`src/sv/i2p_pkg.sv`:
```
// i2p_pkg: item types, codes and character helpers for the infix to postfix converter
// no dependencies; imported by i2p_core and infix_to_postfix_converter

package i2p_pkg;

  localparam logic [1:0] STATUS_OK         = 2'd0;
  localparam logic [1:0] STATUS_OVERFLOW   = 2'd1;
  localparam logic [1:0] STATUS_UNMATCHED  = 2'd2;

  localparam logic [7:0] CH_OPEN_PAREN   = 8'h28;
  localparam logic [7:0] CH_CLOSE_PAREN  = 8'h29;
  localparam logic [7:0] CH_OPEN_SQUARE  = 8'h5B;
  localparam logic [7:0] CH_CLOSE_SQUARE = 8'h5D;
  localparam logic [7:0] CH_OPEN_CURLY   = 8'h7B;
  localparam logic [7:0] CH_CLOSE_CURLY  = 8'h7D;
  localparam logic [7:0] CH_PLUS         = 8'h2B;
  localparam logic [7:0] CH_MINUS        = 8'h2D;
  localparam logic [7:0] CH_STAR         = 8'h2A;
  localparam logic [7:0] CH_SLASH        = 8'h2F;
  localparam logic [7:0] CH_CARET        = 8'h5E;

  localparam logic [2:0] PRIO_NONE = 3'd0;
  localparam logic [2:0] PRIO_ADD  = 3'd2;
  localparam logic [2:0] PRIO_MUL  = 3'd3;
  localparam logic [2:0] PRIO_POW  = 3'd4;

  typedef struct packed {
    logic [7:0] symbol;
    logic       end_of_expr;
  } in_item_t;

  typedef struct packed {
    logic [7:0] out_symbol;
    logic       has_symbol;
    logic       run_last;
    logic       expr_done;
    logic [1:0] status;
  } out_item_t;

  // handshake between the sequencer and the output register
  typedef struct packed {
    logic in_ready;
    logic res_valid;
  } core_ctl_t;

  typedef enum logic [1:0] {
    S_IDLE,
    S_RD,
    S_CHK,
    S_LAST
  } state_t;

  typedef enum logic [1:0] {
    MD_CLOSE,
    MD_OP,
    MD_FLUSH
  } mode_t;

  typedef enum logic [2:0] {
    CL_OPERAND,
    CL_OPEN,
    CL_CLOSE,
    CL_OPER,
    CL_OTHER
  } char_class_t;

  function automatic logic is_open_br(input logic [7:0] c);
    return (c == CH_OPEN_PAREN) || (c == CH_OPEN_SQUARE) || (c == CH_OPEN_CURLY);
  endfunction

  function automatic logic is_close_br(input logic [7:0] c);
    return (c == CH_CLOSE_PAREN) || (c == CH_CLOSE_SQUARE) || (c == CH_CLOSE_CURLY);
  endfunction

  function automatic logic is_operand(input logic [7:0] c);
    return ((c >= 8'h41) && (c <= 8'h5A)) || ((c >= 8'h61) && (c <= 8'h7A)) ||
           ((c >= 8'h30) && (c <= 8'h39));
  endfunction

  function automatic logic [2:0] prio(input logic [7:0] c);
    logic [2:0] p;
    p = PRIO_NONE;
    if ((c == CH_PLUS) || (c == CH_MINUS)) p = PRIO_ADD;
    if ((c == CH_STAR) || (c == CH_SLASH)) p = PRIO_MUL;
    if (c == CH_CARET) p = PRIO_POW;
    return p;
  endfunction

  function automatic char_class_t char_class(input logic [7:0] c);
    char_class_t cl;
    cl = CL_OTHER;
    if (is_operand(c)) cl = CL_OPERAND;
    else if (is_open_br(c)) cl = CL_OPEN;
    else if (is_close_br(c)) cl = CL_CLOSE;
    else if (prio(c) != PRIO_NONE) cl = CL_OPER;
    return cl;
  endfunction

endpackage

```
`src/sv/infix_to_postfix_converter.sv`:
```
// infix_to_postfix_converter: top level, output register around the conversion sequencer
// depends on i2p_pkg and i2p_core
//
//   channel | direction | handshake           | payload
//   in_     | input     | in_valid / in_stall  | in_item  (symbol, end_of_expr)
//   out_    | output    | out_valid / out_stall| out_item (out_symbol, has_symbol,
//           |           |                      |   run_last, expr_done, status)
//
// each stack entry that an item needs is read through the single ram read port in S_RD
// and checked in S_CHK (popped, discarded, or left in place); the operator or bracket
// scan or the end-of-expression flush also passes through S_RD when it finds the stack empty
// in_stall stays high until the last result of the item sits in the output register
// out_stall holds the output register; the sequencer waits whenever it must hand over
// a result while the register is full and out_stall is high
// synchronous active-low reset empties the stack; no clearing pass is needed

module infix_to_postfix_converter
  import i2p_pkg::*;
#(
  parameter int STACK_DEPTH = 16
) (
  input  logic      clk,
  input  logic      rst_n,
  input  logic      in_valid,
  output logic      in_stall,
  input  in_item_t  in_item,
  output logic      out_valid,
  input  logic      out_stall,
  output out_item_t out_item
);

  core_ctl_t ctl;
  out_item_t res;
  logic      out_free;
  logic      out_valid_r;
  out_item_t out_item_r;

  assign out_free = !out_valid_r || !out_stall;

  i2p_core #(
    .STACK_DEPTH (STACK_DEPTH)
  ) u_core (
    .clk      (clk),
    .rst_n    (rst_n),
    .in_valid (in_valid),
    .in_item  (in_item),
    .out_free (out_free),
    .ctl      (ctl),
    .res      (res)
  );

  always_ff @(posedge clk) begin
    if (!rst_n) begin
      out_valid_r <= 1'b0;
    end else if (ctl.res_valid) begin
      out_valid_r <= 1'b1;
    end else if (!out_stall) begin
      out_valid_r <= 1'b0;
    end
  end

  always_ff @(posedge clk) begin
    if (ctl.res_valid) begin
      out_item_r <= res;
    end
  end

  assign in_stall  = !ctl.in_ready;
  assign out_valid = out_valid_r;
  assign out_item  = out_item_r;

endmodule

```
`src/sv/i2p_ram.sv`:
```
// i2p_ram: generic single write port, single read port ram with registered read
// no dependencies; holds the operator stack

module i2p_ram #(
  parameter int WIDTH = 8,
  parameter int DEPTH = 16
) (
  input  logic                     clk,
  input  logic                     we,
  input  logic [$clog2(DEPTH)-1:0] waddr,
  input  logic [WIDTH-1:0]         wdata,
  input  logic                     re,
  input  logic [$clog2(DEPTH)-1:0] raddr,
  output logic [WIDTH-1:0]         rdata
);

  logic [WIDTH-1:0] mem [DEPTH];
  logic [WIDTH-1:0] rdata_r;

  always_ff @(posedge clk) begin
    if (we) begin
      mem[waddr] <= wdata;
    end
    if (re) begin
      rdata_r <= mem[raddr];
    end
  end

  assign rdata = rdata_r;

endmodule

```
`src/sv/i2p_core.sv`:
```
// i2p_core: sequencer for the shunting-yard conversion, one stack entry per read and check
// depends on i2p_pkg and i2p_ram

module i2p_core
  import i2p_pkg::*;
#(
  parameter int STACK_DEPTH = 16
) (
  input  logic      clk,
  input  logic      rst_n,
  input  logic      in_valid,
  input  in_item_t  in_item,
  input  logic      out_free,
  output core_ctl_t ctl,
  output out_item_t res
);

  localparam int AW = $clog2(STACK_DEPTH);
  localparam int CW = $clog2(STACK_DEPTH + 1);
  localparam logic [CW-1:0] FULL = CW'(STACK_DEPTH);

  state_t          state_r, state_nxt;
  mode_t           mode_r, mode_nxt;
  logic [CW-1:0]   count_r, count_nxt;
  logic [CW-1:0]   open_cnt_r, open_cnt_nxt;
  logic [7:0]      sym_r, sym_nxt;
  logic            end_r, end_nxt;
  logic [1:0]      status_r, status_nxt;
  logic [7:0]      pend_sym_r, pend_sym_nxt;
  logic            pend_v_r, pend_v_nxt;

  logic            we, re;
  logic [AW-1:0]   waddr, raddr;
  logic [7:0]      wdata, rdata;
  logic [CW-1:0]   cnt_m1;
  logic            in_fire;
  char_class_t     in_cl;
  logic            top_open;
  logic            do_emit;
  logic            char_done;

  i2p_ram #(
    .WIDTH (8),
    .DEPTH (STACK_DEPTH)
  ) u_stack (
    .clk   (clk),
    .we    (we),
    .waddr (waddr),
    .wdata (wdata),
    .re    (re),
    .raddr (raddr),
    .rdata (rdata)
  );

  assign cnt_m1   = count_r - 1'b1;
  assign in_fire  = in_valid && (state_r == S_IDLE);
  assign in_cl    = char_class(in_item.symbol);
  assign top_open = is_open_br(rdata);
  // operator mode pops only while the top has equal or higher priority
  assign do_emit  = !top_open && ((mode_r != MD_OP) || (prio(rdata) >= prio(sym_r)));
  assign char_done = (mode_r != MD_FLUSH) &&
                     (((state_r == S_RD) && (count_r == '0)) ||
                      ((state_r == S_CHK) && !do_emit));

  // next state
  always_comb begin
    state_nxt = state_r;
    unique case (state_r)
      S_IDLE: begin
        if (in_fire) begin
          if ((in_cl == CL_OPER) || (in_cl == CL_CLOSE) || in_item.end_of_expr) begin
            state_nxt = S_RD;
          end else begin
            state_nxt = S_LAST;
          end
        end
      end
      S_RD: begin
        if (count_r != '0) begin
          state_nxt = S_CHK;
        end else if (mode_r == MD_FLUSH) begin
          state_nxt = S_LAST;
        end else begin
          state_nxt = end_r ? S_RD : S_LAST;
        end
      end
      S_CHK: begin
        if (do_emit) begin
          if (!pend_v_r || out_free) state_nxt = S_RD;
        end else if (mode_r == MD_FLUSH) begin
          state_nxt = S_RD;
        end else begin
          state_nxt = end_r ? S_RD : S_LAST;
        end
      end
      S_LAST: begin
        if (out_free) state_nxt = S_IDLE;
      end
      default: state_nxt = S_IDLE;
    endcase
  end

  // datapath and outputs
  always_comb begin
    mode_nxt     = mode_r;
    count_nxt    = count_r;
    open_cnt_nxt = open_cnt_r;
    sym_nxt      = sym_r;
    end_nxt      = end_r;
    status_nxt   = status_r;
    pend_sym_nxt = pend_sym_r;
    pend_v_nxt   = pend_v_r;
    we           = 1'b0;
    waddr        = count_r[AW-1:0];
    wdata        = sym_r;
    re           = 1'b0;
    raddr        = cnt_m1[AW-1:0];
    ctl.in_ready = (state_r == S_IDLE);
    ctl.res_valid = 1'b0;
    res          = '0;

    unique case (state_r)
      S_IDLE: begin
        if (in_fire) begin
          sym_nxt    = in_item.symbol;
          end_nxt    = in_item.end_of_expr;
          status_nxt = STATUS_OK;
          pend_v_nxt = 1'b0;
          mode_nxt   = MD_FLUSH;
          unique case (in_cl)
            CL_OPERAND: begin
              pend_sym_nxt = in_item.symbol;
              pend_v_nxt   = 1'b1;
            end
            CL_OPEN: begin
              if (count_r == FULL) begin
                status_nxt = STATUS_OVERFLOW;
              end else begin
                we           = 1'b1;
                wdata        = in_item.symbol;
                count_nxt    = count_r + 1'b1;
                open_cnt_nxt = open_cnt_r + 1'b1;
              end
            end
            CL_CLOSE: begin
              mode_nxt = MD_CLOSE;
              // no opening bracket anywhere on the stack
              if (open_cnt_r == '0) status_nxt = STATUS_UNMATCHED;
            end
            CL_OPER: begin
              mode_nxt = MD_OP;
            end
            CL_OTHER: begin
            end
            default: begin
            end
          endcase
        end
      end
      S_RD: begin
        if (count_r != '0) begin
          re = 1'b1;
        end else if (mode_r == MD_OP) begin
          we        = 1'b1;
          count_nxt = count_r + 1'b1;
        end
      end
      S_CHK: begin
        if (do_emit) begin
          if (!pend_v_r || out_free) begin
            ctl.res_valid = pend_v_r;
            res = '{out_symbol: pend_sym_r, has_symbol: 1'b1, run_last: 1'b0,
                    expr_done: 1'b0, status: status_r};
            pend_sym_nxt = rdata;
            pend_v_nxt   = 1'b1;
            count_nxt    = cnt_m1;
          end
        end else if (mode_r == MD_OP) begin
          if (count_r == FULL) begin
            status_nxt = STATUS_OVERFLOW;
          end else begin
            we        = 1'b1;
            count_nxt = count_r + 1'b1;
          end
        end else begin
          // opening bracket on top is discarded
          count_nxt    = cnt_m1;
          open_cnt_nxt = open_cnt_r - 1'b1;
        end
      end
      S_LAST: begin
        if (out_free) begin
          ctl.res_valid = 1'b1;
          res = '{out_symbol: pend_v_r ? pend_sym_r : 8'h00, has_symbol: pend_v_r,
                  run_last: 1'b1, expr_done: end_r, status: status_r};
          pend_v_nxt = 1'b0;
        end
      end
      default: begin
      end
    endcase

    if (char_done && end_r) mode_nxt = MD_FLUSH;
  end

  always_ff @(posedge clk) begin
    if (!rst_n) begin
      state_r    <= S_IDLE;
      mode_r     <= MD_FLUSH;
      count_r    <= '0;
      open_cnt_r <= '0;
      pend_v_r   <= 1'b0;
      status_r   <= STATUS_OK;
      end_r      <= 1'b0;
    end else begin
      state_r    <= state_nxt;
      mode_r     <= mode_nxt;
      count_r    <= count_nxt;
      open_cnt_r <= open_cnt_nxt;
      pend_v_r   <= pend_v_nxt;
      status_r   <= status_nxt;
      end_r      <= end_nxt;
    end
  end

  always_ff @(posedge clk) begin
    sym_r      <= sym_nxt;
    pend_sym_r <= pend_sym_nxt;
  end

endmodule
```
`config.mk`:
```
export PLATFORM = sky130hd
export DESIGN_NAME = infix_to_postfix_converter
export DESIGN_NICKNAME = d
export VERILOG_FILES = /design/src/sv/i2p_pkg.sv /design/src/sv/infix_to_postfix_converter.sv /design/src/sv/i2p_ram.sv /design/src/sv/i2p_core.sv
export SDC_FILE = /design/constraint.sdc
export NUM_CORES = 1
export LEC_CHECK = 0
export ABC_AREA = 0
export BUFFER_PORTS_ARGS = -buffer_cell sky130_fd_sc_hd__clkbuf_2
export CORE_ASPECT_RATIO = 1.2
export CORE_MARGIN = 5
export CORE_UTILIZATION = 59
export CTS_CLUSTER_DIAMETER = 150
export DETAILED_ROUTE_END_ITERATION = 8
export GPL_TIMING_DRIVEN = 0
export PLACE_DENSITY = 0.76
export SKIP_LAST_GASP = 1
export SYNTH_ARGS = -nofsm -noshare
export SYNTH_HDL_FRONTEND = slang
export SYNTH_SLANG_ARGS = --single-unit
export TNS_END_PERCENT = 1
```
`constraint.sdc`:
```
create_clock -name clk -period 8.1 [get_ports clk]
set_input_delay 1.215 -clock clk [delete_from_list [all_inputs] [get_ports clk]]
set_output_delay 1.215 -clock clk [all_outputs]
set_load 0.02 [all_outputs]
```
==> flow_summary.yaml <==
placement:
  post-place-ws_ns: 3.86
  port-buffer-count: 27
  dpl.hpwl_um: 12300
  gp_congestion: 0.962
clock_network:
  cts_setup_buffers: 0
  cts_buffers: 17
  cts-root-buf: "clkbuf_16"
  cts_tree: "built"
  htree_num_levels: 4
  clk_pin_slew_ns: 0.07
  cts_hold_buffers: 0
  clock_latency_ns: 0.43
  cts_resized: 0
  clock_path_buffers: 2
  cts.sinks: 184
sta:
  rsz0062_at_grt: "false"
  setup_tns_ns: 0
  fmax_ghz: 0.255
  setup_viol: 0
  relSlewSlack: 0.229
  drv_slew: 0
  fin_crit_sh: 0.484
  fin_crit_ns: 3.92
  skew_ns: 0.00677
  hold_violations: 0
  setup_slack_ns: 4.18
  worst_pin_slew_ns: 1.16
floorplanning:
  die-area_um2: 16300
  chipWidth_um: 117
  rows: 47
  dieHeight_um: 139
  ios: 28
  coreArea_um2: 13700
  start_util: 0.595
finish:
  seqCellArea_um2: 5340
  n_antenna_cell: 0
  fillers: 934
  drive_gt1_frac: 0.198
  fin_nets: 608
  area_delta_synth_final_pct: 11.0
  multi_input_area_um2: 2670
  final_common_cell: "edfxtp_1"
  mostFrequentLayoutCells: "165 x edfxtp_1, 42 x nand2_1, 40 x mux4_2"
synthesis:
  synth_area_um2: 8160
  netlist-cell-type-count: 56
  synth.yosys.seq_area_share: 0.654
  async_flop_share: 0
  synth_seq_cells: 184
  dominantRegCellSynth: "edfxtp_1"
  synthCells: 532
  synth_edf_count: 165
  ys_warn_count: 0
  syn_nets: 561
  syn_avg_cell_area_um2: 15.3
hold_path:
  hold_path.class: "reg -> reg"
pwr:
  p_leak_nw: 3.03
  powerDensity_nw_per_um2: 355
  peakVddDrop_mv: 0.232
routing:
  dr_total_vias: 4761
  drtPass1Iterations: 5
  wire_per_inst_um: 22.8
  final_antenna_net_count: 0
  post_drt_via_cell_ratio: 6.25
  wl_um: 17400
  drt_iter0_markers: 551
  drc: 0
grt:
  first_global_vias: 4887
  grt_use_total: 0.222
  antenna_found_initial: 0
  grt.overflow.total: 0
  grt_first_pass_wirelength_um: 27800
  grt_start_max_net_pins: 18
run_status:
  outcome: "finished, final reports clean"
flow_run:
  maxCapViolations: 0
setup_path:
  crit_type: "in -> reg"
  critPathLaunchType: "input pin"
  required_ns: 8.16
  endpoint_kind: "flop"
  cp.arrival_ns: 3.98
  rrSetupSlack_ns: 4.46
  crit_fanout: 10
[state kept, by name, summed over array words and instances (netlist names)]
name,flops
u_core.sym_r,8
u_core.end_r,1
u_core.u_stack.mem,128
u_core.pend_v_r,1
u_core.state_r,2
out_valid,1
u_core.count_r,5
u_core.u_stack.rdata,8
u_core.status_r,2
u_core.open_cnt_r,5
u_core.pend_sym_r,8
out_item,13
u_core.mode_r,2
[cell families after synthesis]
family | share of synthesized area
muxes | 0.130
AOI/OAI and AO/OA | 0.0633
and+or+nand+nor | 0.0977
DFF | 0.654
buffers and inverters | 0.0187
adders and majority gates | 0.0255
xor gates and xnor gates | 0.0107
[synth_stat cells (6+ instances only)]
master / count / share of area
o21ai_0: 19 / 0.012
and2_1: 13 / 0.010
xnor2_1: 9 / 0.0097
nand4_1: 8 / 0.0061
nor2b_1: 10 / 0.0077
a21oi_1: 19 / 0.012
mux4_2: 40 / 0.11
mux2i_1: 6 / 0.0074
nor2_1: 23 / 0.011
nand3_1: 12 / 0.0074
ha_1: 15 / 0.023
mux2_2: 9 / 0.012
edfxtp_1: 165 / 0.61
clkbuf_1: 15 / 0.0069
inv_1: 17 / 0.0078
dfxtp_1: 19 / 0.047
nand2_1: 42 / 0.019
a31oi_1: 9 / 0.0069
nand2b_1: 12 / 0.0092
[power by group]
part	switching, mW	internal (mW)	total, mW
combinational	0.680	0.519	1.20
clock	0.359	0.398	0.757
sequential	0.0630	1.19	1.26
[critical path, cell delays in order]
cell and delay (ns):
clkbuf_2 0.16, or3b_1 0.44, o31ai_1 0.54, nand4_1 0.20
clkbuf_1 0.28, o221ai_2 0.18, nand3b_1 0.25, nor2_1 0.71
[layout make-up]
type,instances,share of cell area
sequential,184,0.589
multi-input combinational,310,0.295
clock buffer,17,0.0470
tap,171,0.0236
timing repair buffer,28,0.0157
clock inverter,14,0.0130
buffer,21,0.00981
inverter,17,0.00704
[path summary, 6_finish.rpt]
check,from,end,cells past startpoint
max,in_item[7],u_core.u_stack.mem[4][2],8
min,u_core.status_r[1],u_core.status_r[1],2
max reg2reg,u_core.sym_r[6],u_core.u_stack.mem[4][2],9
min reg2reg,u_core.status_r[1],u_core.status_r[1],2
[per-layer routing]
metal	track usage	up-vias	wire (um)
li1	-	2173	-
met1	0.270	2387	6590
met2	0.391	168	9360
met3	0.0412	33	892
met4	0.0904	0	538
met5	0	-	0
[per-stage QoR]
step | utilization | instances | hold slack, ns | power [mW] | instance area, um2
6_report | 0.661 | 762 | 0.455 | 3.21 | 9060
5_1_grt | 0.661 | 762 | 0.497 | 3.38 | 9060
4_1_cts | 0.661 | 761 | 0.457 | 3.21 | 9050
3_5_place_dp | 0.621 | 730 | 0.442 | 2.46 | 8510
3_3_place_gp | 0.621 | 730 | 0.445 | 2.42 | 8510
2_1_floorplan | - | 532 | 0.430 | 2.13 | 8160
No activity file was read; power rests on OpenSTA's default activity.
